**src/rtl/core/qpe_pkg.sv**
```systemverilog
// Shared types, character codes and helpers for the quoted-printable encoder.
package qpe_pkg;

  localparam logic [7:0] CH_LF     = 8'd10;
  localparam logic [7:0] CH_CR     = 8'd13;
  localparam logic [7:0] CH_SPACE  = 8'd32;
  localparam logic [7:0] CH_DOT    = 8'd46;
  localparam logic [7:0] CH_EQUALS = 8'd61;
  localparam logic [7:0] CH_TILDE  = 8'd126;
  localparam logic [7:0] CH_TWO    = 8'd50;
  localparam logic [7:0] CH_E      = 8'd69;

  localparam logic [6:0] LIMIT_RESET = 7'd76;
  localparam logic [6:0] COUNT_MAX   = 7'd127;

  // pieces one input byte can produce: held space, held CR, the byte itself
  localparam int unsigned QPE_OPS    = 3;
  localparam int unsigned QPE_QDEPTH = 2;
  localparam int unsigned QPE_PTR_W  = (QPE_QDEPTH > 1) ? $clog2(QPE_QDEPTH) : 1;
  localparam int unsigned QPE_CNT_W  = $clog2(QPE_QDEPTH + 1);

  typedef struct packed {
    logic [7:0] in_byte;
    logic       final_byte;
  } in_word_t;

  typedef struct packed {
    logic [7:0] out_byte;
    logic       run_end;
    logic       message_end;
  } out_word_t;

  typedef enum logic [1:0] {
    OP_LIT,
    OP_HEX,
    OP_LF
  } op_kind_e;

  typedef struct packed {
    op_kind_e   kind;
    logic [7:0] data;
  } op_t;

  typedef struct packed {
    op_t [QPE_OPS-1:0] ops;
    logic [1:0]        nops;
    logic              fin;
  } entry_t;

  function automatic logic [7:0] hex_char(input logic [3:0] nib);
    logic [7:0] wide;
    wide = {4'd0, nib};
    return (nib < 4'd10) ? (8'h30 + wide) : (8'h37 + wide);
  endfunction

endpackage

```
**src/rtl/core/qpe_front.sv**
```systemverilog
// Front end: takes input words, tracks held space/CR and queues encoding pieces.
module qpe_front (
  input  logic              clk_i,
  input  logic              rst_ni,
  input  logic              in_valid_i,
  output logic              in_ready_o,
  input  qpe_pkg::in_word_t in_word_i,
  input  logic              q_full_i,
  output logic              q_push_o,
  output qpe_pkg::entry_t   q_entry_o
);
  import qpe_pkg::*;

  logic       space_held_q, space_held_d;
  logic       cr_held_q, cr_held_d;
  logic       accept;
  logic [7:0] b;
  logic       fin;
  logic       is_lf, is_cr;
  logic       enc_hold;
  op_t        enc_op;
  entry_t     ent;

  assign b     = in_word_i.in_byte;
  assign fin   = in_word_i.final_byte;
  assign is_lf = (b == CH_LF);
  assign is_cr = (b == CH_CR);

  // plain encoding of the new byte when nothing is held in front of it
  always_comb begin
    enc_hold = 1'b0;
    enc_op   = '{kind: OP_LIT, data: b};
    if (is_lf) begin
      enc_op.kind = OP_LF;
    end else if (b == CH_SPACE) begin
      enc_op.kind = OP_HEX;
      enc_hold    = !fin;
    end else if (b == CH_EQUALS || b < CH_SPACE || b > CH_TILDE) begin
      enc_op.kind = OP_HEX;
    end
  end

  always_comb begin
    ent          = '0;
    ent.fin      = fin;
    space_held_d = space_held_q;
    cr_held_d    = cr_held_q;
    if (space_held_q && cr_held_q) begin
      ent.ops[0] = '{kind: (is_lf ? OP_HEX : OP_LIT), data: CH_SPACE};
      ent.ops[1] = '{kind: OP_HEX, data: CH_CR};
      ent.ops[2] = enc_op;
      ent.nops   = enc_hold ? 2'd2 : 2'd3;
      space_held_d = enc_hold;
      cr_held_d    = 1'b0;
    end else if (space_held_q) begin
      if (is_lf) begin
        ent.ops[0]   = '{kind: OP_HEX, data: CH_SPACE};
        ent.ops[1]   = enc_op;
        ent.nops     = 2'd2;
        space_held_d = 1'b0;
      end else if (is_cr && !fin) begin
        ent.nops  = 2'd0;
        cr_held_d = 1'b1;
      end else begin
        ent.ops[0]   = '{kind: OP_LIT, data: CH_SPACE};
        ent.ops[1]   = enc_op;
        ent.nops     = enc_hold ? 2'd1 : 2'd2;
        space_held_d = enc_hold;
      end
    end else begin
      ent.ops[0]   = enc_op;
      ent.nops     = enc_hold ? 2'd0 : 2'd1;
      space_held_d = enc_hold;
      cr_held_d    = 1'b0;
    end
    if (fin) begin
      space_held_d = 1'b0;
      cr_held_d    = 1'b0;
    end
  end

  assign in_ready_o = !q_full_i;
  assign accept     = in_valid_i && in_ready_o;
  assign q_push_o   = accept && (ent.nops != 2'd0);
  assign q_entry_o  = ent;

  always_ff @(posedge clk_i or negedge rst_ni) begin
    if (!rst_ni) begin
      space_held_q <= 1'b0;
      cr_held_q    <= 1'b0;
    end else if (accept) begin
      space_held_q <= space_held_d;
      cr_held_q    <= cr_held_d;
    end
  end

endmodule

```
**src/rtl/core/qpe_fifo.sv**
```systemverilog
// Short queue of piece lists between front and back end.
module qpe_fifo (
  input  logic            clk_i,
  input  logic            rst_ni,
  input  logic            push_i,
  input  qpe_pkg::entry_t push_entry_i,
  output logic            full_o,
  input  logic            pop_i,
  output logic            head_valid_o,
  output qpe_pkg::entry_t head_entry_o
);
  import qpe_pkg::*;

  entry_t               mem_q [QPE_QDEPTH];
  logic [QPE_PTR_W-1:0] wr_ptr_q, rd_ptr_q;
  logic [QPE_CNT_W-1:0] cnt_q;
  logic                 do_push, do_pop;

  localparam logic [QPE_PTR_W-1:0] PtrLast = QPE_PTR_W'(QPE_QDEPTH - 1);
  localparam logic [QPE_CNT_W-1:0] CntFull = QPE_CNT_W'(QPE_QDEPTH);

  assign full_o       = (cnt_q == CntFull);
  assign head_valid_o = (cnt_q != '0);
  assign head_entry_o = mem_q[rd_ptr_q];
  assign do_push      = push_i && !full_o;
  assign do_pop       = pop_i && head_valid_o;

  always_ff @(posedge clk_i) begin
    if (do_push) begin
      mem_q[wr_ptr_q] <= push_entry_i;
    end
  end

  always_ff @(posedge clk_i or negedge rst_ni) begin
    if (!rst_ni) begin
      wr_ptr_q <= '0;
      rd_ptr_q <= '0;
      cnt_q    <= '0;
    end else begin
      if (do_push) begin
        wr_ptr_q <= (wr_ptr_q == PtrLast) ? '0 : wr_ptr_q + 1'b1;
      end
      if (do_pop) begin
        rd_ptr_q <= (rd_ptr_q == PtrLast) ? '0 : rd_ptr_q + 1'b1;
      end
      if (do_push && !do_pop) begin
        cnt_q <= cnt_q + 1'b1;
      end else if (do_pop && !do_push) begin
        cnt_q <= cnt_q - 1'b1;
      end
    end
  end

endmodule

```
**src/rtl/core/qpe_back.sv**
```systemverilog
// Back end: expands queued pieces into output characters, one per cycle while the receiver is ready.
module qpe_back (
  input  logic               clk_i,
  input  logic               rst_ni,
  input  logic [6:0]         line_limit_i,
  input  logic               head_valid_i,
  input  qpe_pkg::entry_t    head_entry_i,
  output logic               pop_o,
  output logic               out_valid_o,
  input  logic               out_ready_i,
  output qpe_pkg::out_word_t out_word_o
);
  import qpe_pkg::*;

  localparam logic [2:0] PH_START = 3'd0;
  localparam logic [2:0] PH_SB_CR = 3'd1;
  localparam logic [2:0] PH_SB_LF = 3'd2;
  localparam logic [2:0] PH_CHAR0 = 3'd3;
  localparam logic [2:0] PH_CHAR1 = 3'd4;
  localparam logic [2:0] PH_CHAR2 = 3'd5;

  logic [2:0] phase_q, phase_d;
  logic [1:0] op_idx_q, op_idx_d;
  logic [6:0] count_q, count_d;
  logic       out_valid_q;
  out_word_t  out_word_q;

  op_t        op;
  logic       is_lit, is_hex, is_lf;
  logic [7:0] need_sum, c0_sum;
  logic       soft_brk, dot_coded, wide;
  logic [7:0] c0_ch;
  logic [6:0] c0_cnt;
  logic [7:0] ch;
  logic       piece_last, entry_last, emit;

  assign op     = head_entry_i.ops[op_idx_q];
  assign is_lit = (op.kind == OP_LIT);
  assign is_hex = (op.kind == OP_HEX);
  assign is_lf  = (op.kind == OP_LF);

  assign need_sum  = {1'b0, count_q} + (is_lit ? 8'd1 : 8'd3);
  assign soft_brk  = !is_lf && (need_sum >= {1'b0, line_limit_i});
  assign dot_coded = is_lit && (op.data == CH_DOT) && (count_q == 7'd0);
  assign wide      = is_hex || dot_coded;
  assign c0_sum    = {1'b0, count_q} + (wide ? 8'd3 : 8'd1);
  assign c0_ch     = wide ? CH_EQUALS : op.data;
  assign c0_cnt    = c0_sum[7] ? COUNT_MAX : c0_sum[6:0];

  assign emit = head_valid_i && (!out_valid_q || out_ready_i);

  always_comb begin
    phase_d    = phase_q;
    count_d    = count_q;
    ch         = c0_ch;
    piece_last = 1'b0;
    unique case (phase_q)
      PH_START: begin
        if (is_lf) begin
          ch         = CH_LF;
          count_d    = 7'd0;
          piece_last = 1'b1;
        end else if (soft_brk) begin
          ch      = CH_EQUALS;
          phase_d = PH_SB_CR;
        end else begin
          count_d    = c0_cnt;
          phase_d    = PH_CHAR1;
          piece_last = !wide;
        end
      end
      PH_SB_CR: begin
        ch      = CH_CR;
        phase_d = PH_SB_LF;
      end
      PH_SB_LF: begin
        ch      = CH_LF;
        count_d = 7'd0;
        phase_d = PH_CHAR0;
      end
      PH_CHAR0: begin
        count_d    = c0_cnt;
        phase_d    = PH_CHAR1;
        piece_last = !wide;
      end
      PH_CHAR1: begin
        // not hex here means an escaped leading dot
        ch      = is_hex ? hex_char(op.data[7:4]) : CH_TWO;
        phase_d = PH_CHAR2;
      end
      PH_CHAR2: begin
        ch         = is_hex ? hex_char(op.data[3:0]) : CH_E;
        piece_last = 1'b1;
      end
      default: begin
        phase_d = PH_START;
      end
    endcase

    entry_last = piece_last && (op_idx_q == head_entry_i.nops - 2'd1);
    op_idx_d   = op_idx_q;
    if (piece_last) begin
      phase_d  = PH_START;
      op_idx_d = entry_last ? 2'd0 : op_idx_q + 2'd1;
    end
    if (entry_last && head_entry_i.fin) begin
      count_d = 7'd0;
    end
  end

  assign pop_o = emit && entry_last;

  always_ff @(posedge clk_i or negedge rst_ni) begin
    if (!rst_ni) begin
      phase_q     <= PH_START;
      op_idx_q    <= 2'd0;
      count_q     <= 7'd0;
      out_valid_q <= 1'b0;
    end else begin
      if (emit) begin
        phase_q     <= phase_d;
        op_idx_q    <= op_idx_d;
        count_q     <= count_d;
        out_valid_q <= 1'b1;
      end else if (out_ready_i) begin
        out_valid_q <= 1'b0;
      end
    end
  end

  always_ff @(posedge clk_i) begin
    if (emit) begin
      out_word_q <= '{out_byte: ch, run_end: entry_last,
                      message_end: entry_last && head_entry_i.fin};
    end
  end

  assign out_valid_o = out_valid_q;
  assign out_word_o  = out_word_q;

endmodule

```
**src/rtl/core/quoted_printable_encoder_top.sv**
```systemverilog
// Quoted-printable encoder top level: front end, piece queue, back end, limit register.
//
// Input channel (in_valid_i/in_ready_o/in_word_i): one message byte per word,
// final_byte set on the last byte of a message. Output channel
// (out_valid_o/out_ready_i/out_word_o): one encoded character per word;
// run_end marks the last character caused by an input byte, message_end the
// last character of the message. A held space (or space plus CR) yields no
// output until the next byte decides how it is written.
// cfg_we_i/cfg_wdata_i write line_limit; write it only while idle.
// With the queue empty, an accepted byte is written into the piece queue and
// its first character is then registered into the output word.
// Throughput: the back end sends one character per cycle while the receiver
// is ready; a byte produces 1 to 18 characters (typically 1 or 3), and a byte
// that is only held produces none. A two-entry piece queue lets the front
// end keep accepting while the back end works or the receiver stalls.
// When out_ready_i is low the output word holds and the queue fills, then
// in_ready_o drops. Reset sets line_limit to 76 and clears line count, held
// flags, queue and output valid.
module quoted_printable_encoder_top (
  input  logic               clk_i,
  input  logic               rst_ni,
  input  logic               in_valid_i,
  output logic               in_ready_o,
  input  qpe_pkg::in_word_t  in_word_i,
  output logic               out_valid_o,
  input  logic               out_ready_i,
  output qpe_pkg::out_word_t out_word_o,
  input  logic               cfg_we_i,
  input  logic [6:0]         cfg_wdata_i
);
  import qpe_pkg::*;

  logic [6:0] line_limit_q;
  logic       q_full, q_push, q_pop, head_valid;
  entry_t     q_entry, head_entry;

  always_ff @(posedge clk_i or negedge rst_ni) begin
    if (!rst_ni) begin
      line_limit_q <= LIMIT_RESET;
    end else if (cfg_we_i) begin
      line_limit_q <= cfg_wdata_i;
    end
  end

  qpe_front u_front (
    .clk_i     (clk_i),
    .rst_ni    (rst_ni),
    .in_valid_i(in_valid_i),
    .in_ready_o(in_ready_o),
    .in_word_i (in_word_i),
    .q_full_i  (q_full),
    .q_push_o  (q_push),
    .q_entry_o (q_entry)
  );

  qpe_fifo u_fifo (
    .clk_i       (clk_i),
    .rst_ni      (rst_ni),
    .push_i      (q_push),
    .push_entry_i(q_entry),
    .full_o      (q_full),
    .pop_i       (q_pop),
    .head_valid_o(head_valid),
    .head_entry_o(head_entry)
  );

  qpe_back u_back (
    .clk_i       (clk_i),
    .rst_ni      (rst_ni),
    .line_limit_i(line_limit_q),
    .head_valid_i(head_valid),
    .head_entry_i(head_entry),
    .pop_o       (q_pop),
    .out_valid_o (out_valid_o),
    .out_ready_i (out_ready_i),
    .out_word_o  (out_word_o)
  );

endmodule

```
**config.mk**
```make
export PLATFORM = sky130hd
export DESIGN_NAME = quoted_printable_encoder_top
export DESIGN_NICKNAME = d
export VERILOG_FILES = /design/src/rtl/core/qpe_pkg.sv /design/src/rtl/core/qpe_front.sv /design/src/rtl/core/qpe_fifo.sv /design/src/rtl/core/qpe_back.sv /design/src/rtl/core/quoted_printable_encoder_top.sv
export SDC_FILE = /design/constraint.sdc
export NUM_CORES = 1
export LEC_CHECK = 0
export BUFFER_PORTS_ARGS = -buffer_cell sky130_fd_sc_hd__buf_2
export CAP_MARGIN = 30
export CORE_UTILIZATION = 35
export CTS_CLUSTER_DIAMETER = 80
export DETAILED_ROUTE_END_ITERATION = 10
export GPL_TIMING_DRIVEN = 0
export PLACE_DENSITY = 0.52
export SLEW_MARGIN = 20
export SYNTH_ARGS = -nofsm -noshare
export SYNTH_HDL_FRONTEND = slang
export SYNTH_SLANG_ARGS = --single-unit
```
**constraint.sdc**
```tcl
create_clock -name clk_i -period 4.5 [get_ports clk_i]
set_input_delay 0.45 -clock clk_i [delete_from_list [all_inputs] [get_ports clk_i]]
set_output_delay 0.45 -clock clk_i [all_outputs]
set_load 0.005 [all_outputs]
```
==> results.md <==
* Main combinational cell family by area after synthesis: simple AND/OR/NAND/NOR gates
* First-pass GRT wire length at 20,400 um
* LEAKAGE at approximately 2.5 nW
* Power, Total at 0.004467 W
* Die span in x at 127.3 um
* Layout cells sized above 1 at 0.2056
* Via count at 3,883
* CP Data Arrival Time at 4.60 ns
* Initial Util at 0.3603
* Post-synthesis sequential area ratio at 0.5341
* Total track usage at 0.1667
* ANT nets after route at 0
* Final Slew Violations at 0
* Headroom to the max-slew limit at 0.5322
* Compound-Gate Fraction of Synth Area at 0.1400
* Hold Path Class: in2async
* CP Class: reg2reg
* RSZ-0062 raised after global routing: yes
* DRT Pass-1 Iters at 4
* Top-count cell post-synth: edfxtp_1
* Core ar. at 15,260 um^2
* R2R Path Start: u_fifo.rd_ptr_q
* Ys flop type: edfxtp_1
* Tcrit/Tclk final at 0.9579
* CTS buffer count at 9
* Diodes inserted at 0
* Antenna violations before repair at 0
* Adder-cell share of the synthesized area at 0.03914
* Initial DRC Count at 154
* Hold Slack at 0.1358 ns
* Least-Margin Pin Slew at 0.7016 ns
* Max Clock Freq at 232.0 MHz
* Status: finished, final reports clean
* Max-Cap Viols at 0
* Pin count of the biggest net entering global routing at 27
* Skew final at 0.008975 ns
* Yosys cell types at 71
* Number of synthesized flops with an enable pin at 76
* HPWL Detailed at 9198 um
* PD cells at 693.2 nW/um^2
* #FFs+latches synth at 102
* Fillers at 1,495
* Routed vias/inst at between 5 and 6
* Final GP Congestion at 0.8517
* CTS root buf: clkbuf_16
* Synthesized cell area at 5498 um^2
* Clk sinks at 102
* # rows at 45
* Reg clk slew, reported paths at 0.08 ns
* Setup TNS at 0 ns
* Synth area leaders: edfxtp_1, dfrtp_1, mux2i_1, ha_1, nor2_1
* Residual DRC at 0
* Final Hold Viols at 0
* Cells after synthesis at between 400 and 500
* Die area at 16,210 um^2
* Non-Filler Instances at 751
* Layout Nets at 572
* Syn Area/Cell at about 11 um^2
* Post-synth top area cell: edfxtp_1
* Syn_nets at between 500 and 600
* CP endpoint kind: flip-flop
* Drt total wl at 12,790 um
* Crit path max fanout at 10
* Worst Setup SP: u_fifo.rd_ptr_q
* Min Tclk post-route at 4.311 ns
* CTS tree: done
* Post-synth top cells: edfxtp_1, nor2_1, nand2_1
* Setup Viol. Count Final at 0
* Simple-Gate Fraction of Synth Area at 0.1488
* Max IR drop VDD at 0.3540 mV
* Drt wl/cell at 17.03 um
* Max clock buf depth at 2
* Yosys top cell area share at 0.4151
* Total congestion overflow at 0
* Multiplexer share of the synthesized area at 0.07419
* Worst setup SP type: flip-flop
* IO Pins at 33
* Vias in the first global route at 3,729
* Port buffer count at 32
* Htree depth at 3
* Post-synthesis xor/xnor area fraction at 0.02663
* Clk Latency, worst-skew pair at 0.36 ns
* Area Overhead vs Synth at 17.21%
* Die Y at 127.3 um
* Async set-reset flop share out of synthesis at 0.2549
* Inst Count DP at 728
* Syn. warnings at 0
* Critical Path RT at 4.79 ns
worst max-delay path, cell delays in order (launching register included):
cell	delay, ns
dfrtp_1	0.43
buf_12	0.18
buf_12	0.15
mux2i_4	0.19
o22ai_4	0.20
nor2_4	0.07
nand3_2	0.08
inv_1	0.06
fa_2	0.36
nand3b_1	0.18
xnor2_1	0.15
ha_1	0.30
a211o_1	0.25
o211ai_1	0.13
o311a_1	0.21
a221o_1	0.19
nand3_4	0.11
a211o_4	0.38
ha_1	0.21
xor2_1	0.14
nor2_1	0.13
xor2_1	0.15
sequential cells by signal, summed over array words and instances (netlist names):
name and flops:
u_back.out_word_o 10, u_front.space_held_q 1, u_back.op_idx_q 2, u_fifo.cnt_q 2, u_back.out_valid_o 1, u_back.count_q 7
u_fifo.rd_ptr_q 1, u_fifo.mem_q 66, u_front.cr_held_q 1, u_back.phase_q 3, line_limit_q 7, u_fifo.wr_ptr_q 1
stage by stage:
stage / instance area (um^2) / utilization / setup WS (ns)
5_1_grt: 6444 / 0.4223 / -0.08898
4_1_cts: 6339 / 0.4154 / -0.07507
6_report: 6444 / 0.4223 / 0.1893
3_3_place_gp: 5928 / 0.3885 / -0.2198
2_1_floorplan: 5504 / - / 0.3123
3_5_place_dp: 5992 / 0.3927 / -0.2418
power by group:
part	leakage, nW	total (W)	switching (W)	internal, W
clock network	0.161	0.000853	0.000388	0.000465
logic	1.32	0.00222	0.00132	0.000898
registers	1.04	0.00140	0.0000899	0.00131
what timing repair did:
| item | 4_1_cts | 5_1_grt |
|---|---|---|
| setup endpoints to repair | 8 | 13 |
| pin swaps | 0 | 5 |
| gates resized for setup | 5 | 13 |
| hold buffers | 0 | 0 |
| setup buffers | 0 | 6 |
layout by cell type, fill, tap and decap left out, types with 14 or more instances in the layout:
cell	synthesis	routed
a21oi_1	25	24
dfrtp_1	23	22
mux2i_1	25	24
ha_1	14	14
nor2_1	43	41
o21ai_0	23	23
buf_2	3	35
clkbuf_1	15	14
and3_1	14	14
nand2_1	36	36
edfxtp_1	76	76
inv_1	20	20
kinds of logic after synthesis:
logic type,count (synthesis)
adder cells (fa/ha/maj),16
AO/OA/AOI/OAI,109
buffers and inverters,43
AND/OR/NAND/NOR,162
XOR/XNOR,15
flip-flops,102
multiplexers,34
final cells by class:
cell class              count  area, um^2  area share
flip-flops and latches    102        2938      0.4559
plain buffers              22       135.1     0.02097
clock inverters             6       83.83     0.01301
clock buffers              10       239.0     0.03709
multi-input cells         336        2439      0.3784
repair buffers             43       266.5     0.04136
inverters                  21       78.83     0.01223
well taps                 211       264.0     0.04097
path summary, 6_finish.rpt:
kind                                      end  slack, ns  cells after the start
setup / recovery              u_fifo.cnt_q[1]       0.19                     21
hold / removal             u_back.op_idx_q[1]       0.14                      1
setup reg to reg              u_fifo.cnt_q[1]       0.19                     21
hold reg to reg               line_limit_q[3]       0.52                      2
max in group asynchronous  u_back.op_idx_q[0]       3.87                      1
min in group clk_i            line_limit_q[4]       0.30                      3
layer usage:
metal / wire length, um / vias up / track usage / part of all wire
met5: 0 / - / 0 / 0
met4: 178 / 0 / 0.04972 / 0.014
met3: 458 / 13 / 0.03769 / 0.036
met2: 6119 / 88 / 0.2745 / 0.48
met1: 6032 / 1883 / 0.2189 / 0.47
li1: - / 1899 / - / -
No activity file was read; power rests on OpenSTA's default activity.
